## config.mk

```make
export PLATFORM = sky130hd
export DESIGN_NAME = smallest_missing_multiple_unit
export DESIGN_NICKNAME = d
export VERILOG_FILES = /design/src/smm_pkg.sv /design/src/smm_ram.sv /design/src/smm_div.sv /design/src/smm_mul.sv /design/src/smallest_missing_multiple_unit.sv
export SDC_FILE = /design/constraint.sdc
export NUM_CORES = 2
export LEC_CHECK = 0
export ABC_CLOCK_PERIOD_IN_PS = 7000
export BUFFER_PORTS_ARGS = -buffer_cell sky130_fd_sc_hd__buf_2
export CAP_MARGIN = 25
export CORE_UTILIZATION = 60
export CTS_BUF_LIST = sky130_fd_sc_hd__clkbuf_4 sky130_fd_sc_hd__clkbuf_8 sky130_fd_sc_hd__clkbuf_16
export DETAILED_ROUTE_END_ITERATION = 10
export PLACE_DENSITY = 0.74
export RECOVER_POWER = 100
export SLEW_MARGIN = 20
export SYNTH_ARGS = -nofsm -noshare
export SYNTH_HDL_FRONTEND = slang
export SYNTH_SLANG_ARGS = --single-unit
```

## constraint.sdc

```tcl
create_clock -name clk -period 7 [get_ports clk]
set_input_delay 1.05 -clock clk [delete_from_list [all_inputs] [get_ports clk]]
set_output_delay 1.05 -clock clk [all_outputs]
set_load 0.005 [all_outputs]
```

## src/smm_pkg.sv

```systemverilog
// shared types and constants for the smallest missing multiple unit
`default_nettype none
package smm_pkg;

  localparam int VAL_W = 16;
  localparam int RES_W = 27;

  typedef struct packed {
    logic [VAL_W-1:0] value;
    logic             last;
  } in_t;

  typedef struct packed {
    logic [RES_W-1:0] smallest_missing;
    logic             beyond_map;
  } out_t;

  typedef enum logic [2:0] {
    ST_CLEAR,
    ST_IDLE,
    ST_DIV,
    ST_SCAN,
    ST_MUL
  } state_t;

endpackage
`default_nettype wire

```

## src/smm_ram.sv

```systemverilog
// generic single-write, single-read ram with registered read data
`default_nettype none
module smm_ram #(
  parameter int WIDTH = 1,
  parameter int DEPTH = 1024
) (
  input  wire logic                     clk,
  input  wire logic                     we,
  input  wire logic [$clog2(DEPTH)-1:0] waddr,
  input  wire logic [WIDTH-1:0]         wdata,
  input  wire logic [$clog2(DEPTH)-1:0] raddr,
  output logic      [WIDTH-1:0]         rdata
);

  logic [WIDTH-1:0] mem [DEPTH];

  // read-first: a read and write at one address return the old word
  always_ff @(posedge clk) begin
    if (we) begin
      mem[waddr] <= wdata;
    end
    rdata <= mem[raddr];
  end

endmodule
`default_nettype wire

```

## src/smm_div.sv

```systemverilog
// bit-serial restoring divider, one quotient bit per cycle
`default_nettype none
module smm_div (
  input  wire logic                    clk,
  input  wire logic                    rst,
  input  wire logic                    start,
  input  wire logic [smm_pkg::VAL_W-1:0] dividend,
  input  wire logic [smm_pkg::VAL_W-1:0] divisor,
  output logic                         busy,
  output logic [smm_pkg::VAL_W-1:0]    quotient,
  output logic [smm_pkg::VAL_W-1:0]    remainder
);

  localparam int W  = smm_pkg::VAL_W;
  localparam int CW = $clog2(W);

  logic [CW-1:0] cnt;
  logic [W-1:0]  dvd;
  logic [W-1:0]  rem;
  logic [W-1:0]  dsr;
  logic [W:0]    shifted;
  logic [W+1:0]  diff;
  logic          ge;

  assign shifted = {rem, dvd[W-1]};
  assign diff    = {1'b0, shifted} - {2'b00, dsr};
  assign ge      = ~diff[W+1];

  always_ff @(posedge clk) begin
    if (rst) begin
      busy <= 1'b0;
      cnt  <= '0;
    end else if (start) begin
      busy <= 1'b1;
      cnt  <= '0;
      dvd  <= dividend;
      rem  <= '0;
      dsr  <= divisor;
    end else if (busy) begin
      rem <= ge ? diff[W-1:0] : shifted[W-1:0];
      dvd <= {dvd[W-2:0], ge};
      cnt <= cnt + 1'b1;
      if (cnt == CW'(W - 1)) begin
        busy <= 1'b0;
      end
    end
  end

  assign quotient  = dvd;
  assign remainder = rem;

endmodule
`default_nettype wire

```

## src/smm_mul.sv

```systemverilog
// bit-serial shift-add multiplier, product kept to the result width
`default_nettype none
module smm_mul #(
  parameter int M_W = 11
) (
  input  wire logic                      clk,
  input  wire logic                      rst,
  input  wire logic                      start,
  input  wire logic [smm_pkg::VAL_W-1:0] mcand_in,
  input  wire logic [M_W-1:0]            mplier_in,
  output logic                           busy,
  output logic [smm_pkg::RES_W-1:0]      product
);

  localparam int RW = smm_pkg::RES_W;
  localparam int CW = $clog2(M_W);

  logic [CW-1:0]  cnt;
  logic [RW-1:0]  mcand;
  logic [M_W-1:0] mplier;

  always_ff @(posedge clk) begin
    if (rst) begin
      busy <= 1'b0;
      cnt  <= '0;
    end else if (start) begin
      busy    <= 1'b1;
      cnt     <= '0;
      product <= '0;
      mcand   <= RW'(mcand_in);
      mplier  <= mplier_in;
    end else if (busy) begin
      if (mplier[0]) begin
        product <= product + mcand;
      end
      mcand  <= {mcand[RW-2:0], 1'b0};
      mplier <= {1'b0, mplier[M_W-1:1]};
      cnt    <= cnt + 1'b1;
      if (cnt == CW'(M_W - 1)) begin
        busy <= 1'b0;
      end
    end
  end

endmodule
`default_nettype wire

```

## src/smallest_missing_multiple_unit.sv

```systemverilog
// top level: smallest missing positive multiple of a configured base
//
//  channel | direction | payload      | handshake
//  --------+-----------+--------------+-------------------------------
//  in      | input     | in_data      | in_valid / in_stall
//  out     | output    | out_data     | out_valid / out_stall
//  cfg     | input     | cfg_wdata    | cfg_we, write only
//
// a value is accepted, passes one divider step per quotient bit, then marks the map.
// a last value adds the ram scan (read and clear one bit a cycle, then drain
// the last read), the serial multiplier over the clog2(MAP_BITS+2)-bit index
// and the result load.
// after reset a clearing pass over all MAP_BITS map bits runs with in_stall high.
// the result sits in an output register; a stalled beat only blocks the next
// result, not the values of the following set.
`default_nettype none
module smallest_missing_multiple_unit #(
  parameter int MAP_BITS = 1024
) (
  input  wire logic                      clk,
  input  wire logic                      rst,
  input  wire logic                      in_valid,
  output logic                           in_stall,
  input  wire smm_pkg::in_t              in_data,
  output logic                           out_valid,
  input  wire logic                      out_stall,
  output smm_pkg::out_t                  out_data,
  input  wire logic                      cfg_we,
  input  wire logic [smm_pkg::VAL_W-1:0] cfg_wdata
);

  localparam int W      = smm_pkg::VAL_W;
  localparam int ADDR_W = $clog2(MAP_BITS);
  localparam int CNT_W  = $clog2(MAP_BITS + 1);
  localparam int IDX_W  = $clog2(MAP_BITS + 2);

  smm_pkg::state_t state, state_next;

  logic [W-1:0]      mult_base;
  logic [W-1:0]      base_eff;
  logic              cur_last;
  logic [CNT_W-1:0]  scan_cnt;
  logic              rd_pend;
  logic [ADDR_W-1:0] rd_idx;
  logic              found;
  logic [ADDR_W-1:0] miss_idx;

  logic              div_start, div_busy;
  logic [W-1:0]      div_q, div_r;
  logic              mul_start, mul_busy;
  logic [smm_pkg::RES_W-1:0] mul_p;
  logic [IDX_W-1:0]  mult_idx;

  logic              ram_we, ram_wdata, ram_rdata;
  logic [ADDR_W-1:0] ram_waddr;
  logic              mark_ok, issuing, scan_done, out_load;

  assign base_eff = (mult_base == '0) ? W'(1) : mult_base;

  // only an exact division with a nonzero quotient within the map marks a bit
  assign mark_ok = (div_r == '0) && (div_q != '0) &&
                   ({16'd0, div_q} <= 32'(MAP_BITS));

  assign issuing   = (state == smm_pkg::ST_SCAN) && (scan_cnt != CNT_W'(MAP_BITS));
  assign scan_done = (scan_cnt == CNT_W'(MAP_BITS)) && !rd_pend;
  assign mult_idx  = found ? (IDX_W'(miss_idx) + 1'b1) : IDX_W'(MAP_BITS + 1);

  always_comb begin
    state_next = state;
    case (state)
      smm_pkg::ST_CLEAR: begin
        if (scan_cnt == CNT_W'(MAP_BITS - 1)) state_next = smm_pkg::ST_IDLE;
      end
      smm_pkg::ST_IDLE: begin
        if (in_valid) state_next = smm_pkg::ST_DIV;
      end
      smm_pkg::ST_DIV: begin
        if (!div_busy) state_next = cur_last ? smm_pkg::ST_SCAN : smm_pkg::ST_IDLE;
      end
      smm_pkg::ST_SCAN: begin
        if (scan_done) state_next = smm_pkg::ST_MUL;
      end
      smm_pkg::ST_MUL: begin
        if (!mul_busy && (!out_valid || !out_stall)) state_next = smm_pkg::ST_IDLE;
      end
      default: state_next = smm_pkg::ST_CLEAR;
    endcase
  end

  always_comb begin
    in_stall  = (state != smm_pkg::ST_IDLE);
    div_start = (state == smm_pkg::ST_IDLE) && in_valid;
    mul_start = (state == smm_pkg::ST_SCAN) && scan_done;
    out_load  = (state == smm_pkg::ST_MUL) && !mul_busy && (!out_valid || !out_stall);
    ram_we    = 1'b0;
    ram_waddr = scan_cnt[ADDR_W-1:0];
    ram_wdata = 1'b0;
    case (state)
      smm_pkg::ST_CLEAR: begin
        ram_we = 1'b1;
      end
      smm_pkg::ST_DIV: begin
        if (!div_busy && mark_ok) begin
          ram_we    = 1'b1;
          ram_waddr = ADDR_W'(div_q - 1'b1);
          ram_wdata = 1'b1;
        end
      end
      smm_pkg::ST_SCAN: begin
        // clear each bit as it is read so the map is empty for the next set
        ram_we = issuing;
      end
      default: ram_we = 1'b0;
    endcase
  end

  always_ff @(posedge clk) begin
    if (rst) begin
      state     <= smm_pkg::ST_CLEAR;
      mult_base <= W'(1);
      scan_cnt  <= '0;
      rd_pend   <= 1'b0;
      found     <= 1'b0;
      out_valid <= 1'b0;
    end else begin
      state <= state_next;
      if (cfg_we) mult_base <= cfg_wdata;
      if (div_start) cur_last <= in_data.last;

      if (state == smm_pkg::ST_DIV && !div_busy && cur_last) begin
        scan_cnt <= '0;
        found    <= 1'b0;
      end else if (state == smm_pkg::ST_CLEAR || issuing) begin
        scan_cnt <= scan_cnt + 1'b1;
      end

      rd_pend <= issuing;
      rd_idx  <= scan_cnt[ADDR_W-1:0];
      if (rd_pend && !ram_rdata && !found) begin
        found    <= 1'b1;
        miss_idx <= rd_idx;
      end

      if (out_load) begin
        out_valid                 <= 1'b1;
        out_data.smallest_missing <= mul_p;
        out_data.beyond_map       <= !found;
      end else if (!out_stall) begin
        out_valid <= 1'b0;
      end
    end
  end

  smm_div u_div (
    .clk       (clk),
    .rst       (rst),
    .start     (div_start),
    .dividend  (in_data.value),
    .divisor   (base_eff),
    .busy      (div_busy),
    .quotient  (div_q),
    .remainder (div_r)
  );

  smm_ram #(
    .WIDTH (1),
    .DEPTH (MAP_BITS)
  ) u_map (
    .clk   (clk),
    .we    (ram_we),
    .waddr (ram_waddr),
    .wdata (ram_wdata),
    .raddr (scan_cnt[ADDR_W-1:0]),
    .rdata (ram_rdata)
  );

  smm_mul #(
    .M_W (IDX_W)
  ) u_mul (
    .clk       (clk),
    .rst       (rst),
    .start     (mul_start),
    .mcand_in  (base_eff),
    .mplier_in (mult_idx),
    .busy      (mul_busy),
    .product   (mul_p)
  );

endmodule
`default_nettype wire

```

==> metrics.md <==
| Metric | Value |
|---|---|
| Outcome | `finished with violations` |
| Failing checks | `capacitance limit, slew limit` |
| DRC violations left | `0` |
| Yosys warnings | `0` |
| CP arrival | `6.78 ns` |
| Crit Path Max Fanout | `30` |
| Pwr/cell area | `291 mW/mm2` |
| CP max-delay cell | `clkbuf_1` |
| Met2 wire len | `65.7 mm` |
| Global-route wire length before repair | `200 mm` |
| Final #Nets | `3905` |
| GRT Residual Overflow | `0` |
| Worst EP required | `7.61 ns` |
| Clock sink count | `1230` |
| HP Class | `reg -> reg` |
| Worst-Margin Slew | `2.78 ns` |
| Final Core Density | `66.6%` |
| Clock Root Buffer | `clkbuf_16` |
| Diode count | `0` |
| Post-Route Skew | `0.0310 ns` |
| Metal-1 WL | `49.7 mm` |
| Hold_buf cts | `0` |
| Fmax | `0.162 GHz` |
| Initial antenna violation count | `2` |
| Commonest non-fill, non-tap cell in the layout | `edfxtp_1` |
| Fin crit share | `88.2%` |
| Row count | `109` |
| Die W | `302 um` |
| Fraction of final layout cells sized beyond drive strength 1 | `15.8%` |
| Clk slew on worst S/H paths | `0.06 ns` |
| Maximum clock path buffer count | `3` |
| Vias in the first global route | `31964` |
| RSZ-0062 raised after global routing | `no` |
| Critical Path End Type | `flip-flop` |
| Cells after synthesis | `3863` |
| Initial Utilization | `60.9%` |
| CP most frequent cell | `a21oi_1` |
| Die height | `302 um` |
| Leakage | `16.1 nW` |
| # port buffers | `67` |
| DP HPWL | `73.4 mm` |
| Critical path startpoint category | `flip-flop` |
| Synth async-reset ratio | `0%` |
| Die Area | `0.0915 mm2` |
| Final Setup Violations | `0` |
| Final hold viol count | `0` |
| Worst-skew pair later-pin latency | `0.73 ns` |
| DRT Pass-1 Iters | `6` |
| Pins over their slew limit | `621` |
| Maxcap violations | `18` |
| Netlist cell types | `72` |
| Syn Nets | `3953` |
| Highest Signal Layer | `met4` |
| Minimum clock period | `6.17 ns` |
| Post-CTS Setup Repair Bufs | `0` |
| Largest net degree at the start of global routing | `295` |
| Synth top area share | `65.7%` |
| Fillcell total | `6195` |
| Metal3 WL | `14.5 mm` |
| Setup_tns | `0 ns` |
| Synth Flop Type | `edfxtp_1` |
| Total wire length | `136 mm` |
| Clock tree from TritonCTS | `built` |
| Sequential fraction of the synthesis area | `67.4%` |
| Core area | `0.0889 mm2` |
| R2r setup slk | `0.83 ns` |
| 1st-iter DRT viols | `4591` |
| Mean area per synthesized cell | `14.0 um2` |
| Number of synthesized flops with an enable pin | `1186` |
| Slew headroom | `-85.3%` |
| Via density | `6.51` |
| Via count | `33070` |
| Per-cell routed wire length | `26.8 um` |
| IO Count | `68` |
| Yosys reg bits | `1230` |
| Num CTS Buffers | `119` |
| Htree depth | `3` |
| Final GP Congestion | `0.834` |
| Area growth, synth to finish | `9.37%` |
| CTS resizes | `0` |
| Cell Area, Synth | `0.0542 mm2` |
| Slowest stage delay, CP | `1.95 ns` |
| Worst vdd ir | `0.325 mV` |
| Synth area leaders | `edfxtp_1 66%, mux4_2 10%, nor2_1 7.9%` |
| Commonest cells after routing, fill and taps aside | `1186 x edfxtp_1, 1132 x nor2_1, 249 x mux4_2` |
| Leading area contributor after synthesis | `edfxtp_1` |
| Crit-path cells | `clkbuf_1 -> nand2_1 -> nor2_1 -> and4_1 -> a311oi_1 -> a21oi_1 -> o21ai_0 -> nor3b_1 -> o21bai_1 -> a21oi_1` |
| Kind of critical path | `reg -> reg` |
| Routed Antenna Nets | `0` |
| GR Util All Layers | `30.0%` |
-- state kept, by name, indices dropped and copies added, names as in the netlist, 11 cells and up --
name / cells
mult_base: 16
out_data: 28
u_mul.mplier: 11
u_map.mem: 1024
u_div.quotient: 16
u_div.dsr: 16
u_mul.mcand: 27
u_mul.product: 27
u_div.remainder: 16
scan_cnt: 11
-- cell usage after synthesis (6+ instances only) --
| cell type | number |
|---|---|
| nor2b_1 | 11 |
| buf_1 | 58 |
| buf_4 | 19 |
| inv_1 | 32 |
| a22o_1 | 30 |
| nand4_1 | 15 |
| o21a_1 | 10 |
| a21o_1 | 21 |
| and2_1 | 21 |
| a22oi_1 | 31 |
| buf_2 | 83 |
| xnor2_1 | 34 |
| a211oi_1 | 29 |
| o31a_1 | 10 |
| mux2_2 | 24 |
| o21ai_0 | 37 |
| a21oi_1 | 48 |
| nand3b_1 | 8 |
| a221oi_1 | 19 |
| nand2_1 | 179 |
| and3_1 | 6 |
| o31ai_1 | 12 |
| mux2i_1 | 73 |
| nor4_1 | 10 |
| dfxtp_1 | 44 |
| nand2b_1 | 14 |
| ha_1 | 50 |
| o21bai_1 | 6 |
| clkbuf_1 | 174 |
| a31oi_1 | 9 |
| nor2_1 | 1135 |
| edfxtp_1 | 1186 |
| o22ai_1 | 13 |
| nor3_1 | 38 |
| xor2_1 | 29 |
| nand3_1 | 25 |
| mux4_2 | 249 |
-- worst max-delay path, delay by kind of cell (launching register included) --
| family | cells | cell delay [ns] |
|---|---|---|
| simple gates | 4 | 2.48 |
| flops | 1 | 0.95 |
| buf+inv | 1 | 1.95 |
| compound gates | 5 | 0.65 |
-- worst paths after layout --
path / start / to / depth (start not counted)
max: scan_cnt[4] / state[1] / 10
min: rd_idx[5] / miss_idx[5] / 0
max reg2reg: scan_cnt[4] / state[1] / 10
min reg2reg: rd_idx[5] / miss_idx[5] / 0
-- power breakdown --
| group | total, mW | internal [mW] | switching (mW) |
|---|---|---|---|
| clock | 6.45 | 3.67 | 2.78 |
| combinational | 2.59 | 0.979 | 1.61 |
| sequential | 8.23 | 8.06 | 0.173 |
-- metal layers --
| layer | up-vias | global-route usage [%] |
|---|---|---|
| met5 | - | 0 |
| met4 | 0 | 11.9 |
| met3 | 352 | 6.04 |
| met2 | 1919 | 49.2 |
| met1 | 16696 | 40.0 |
| li1 | 14103 | - |
-- cell families after synthesis --
group,Yosys count,synth area share [%]
xor gates and xnor gates,63,1.02
DFF,1230,67.4
AOI/OAI and AO/OA,310,4.06
buffers and inverters,372,2.96
adders and majority gates,52,1.23
and+or+nand+nor,1488,11.1
muxes,348,12.2
-- final cells by class --
cell class	count	area, um2	area share (%)
Tap cell	1165	1460	2.46
Sequential cell	1230	36500	61.6
Timing Repair Buffer	169	1070	1.80
Inverter	34	128	0.215
Clock inverter	72	607	1.02
Clock buffer	150	3350	5.65
Multi-Input combinational cell	2261	16100	27.2
-- stage by stage --
step / worst slack [ns] / power, mW / hold WS (ns) / area (um2) / cells
6_report: 0.829 / 17.3 / 0.415 / 59300 / 5081
5_1_grt: 0.854 / 17.7 / 0.429 / 59300 / 5081
4_1_cts: 2.11 / 17.3 / 0.416 / 59400 / 5067
3_5_place_dp: 2.13 / 11.0 / 0.405 / 55400 / 4845
3_3_place_gp: 2.31 / 11.0 / 0.401 / 55400 / 4842
2_1_floorplan: 1.04 / 10.2 / 0.400 / 54200 / 3863
Note: power is estimated with default switching activity, not from simulation.
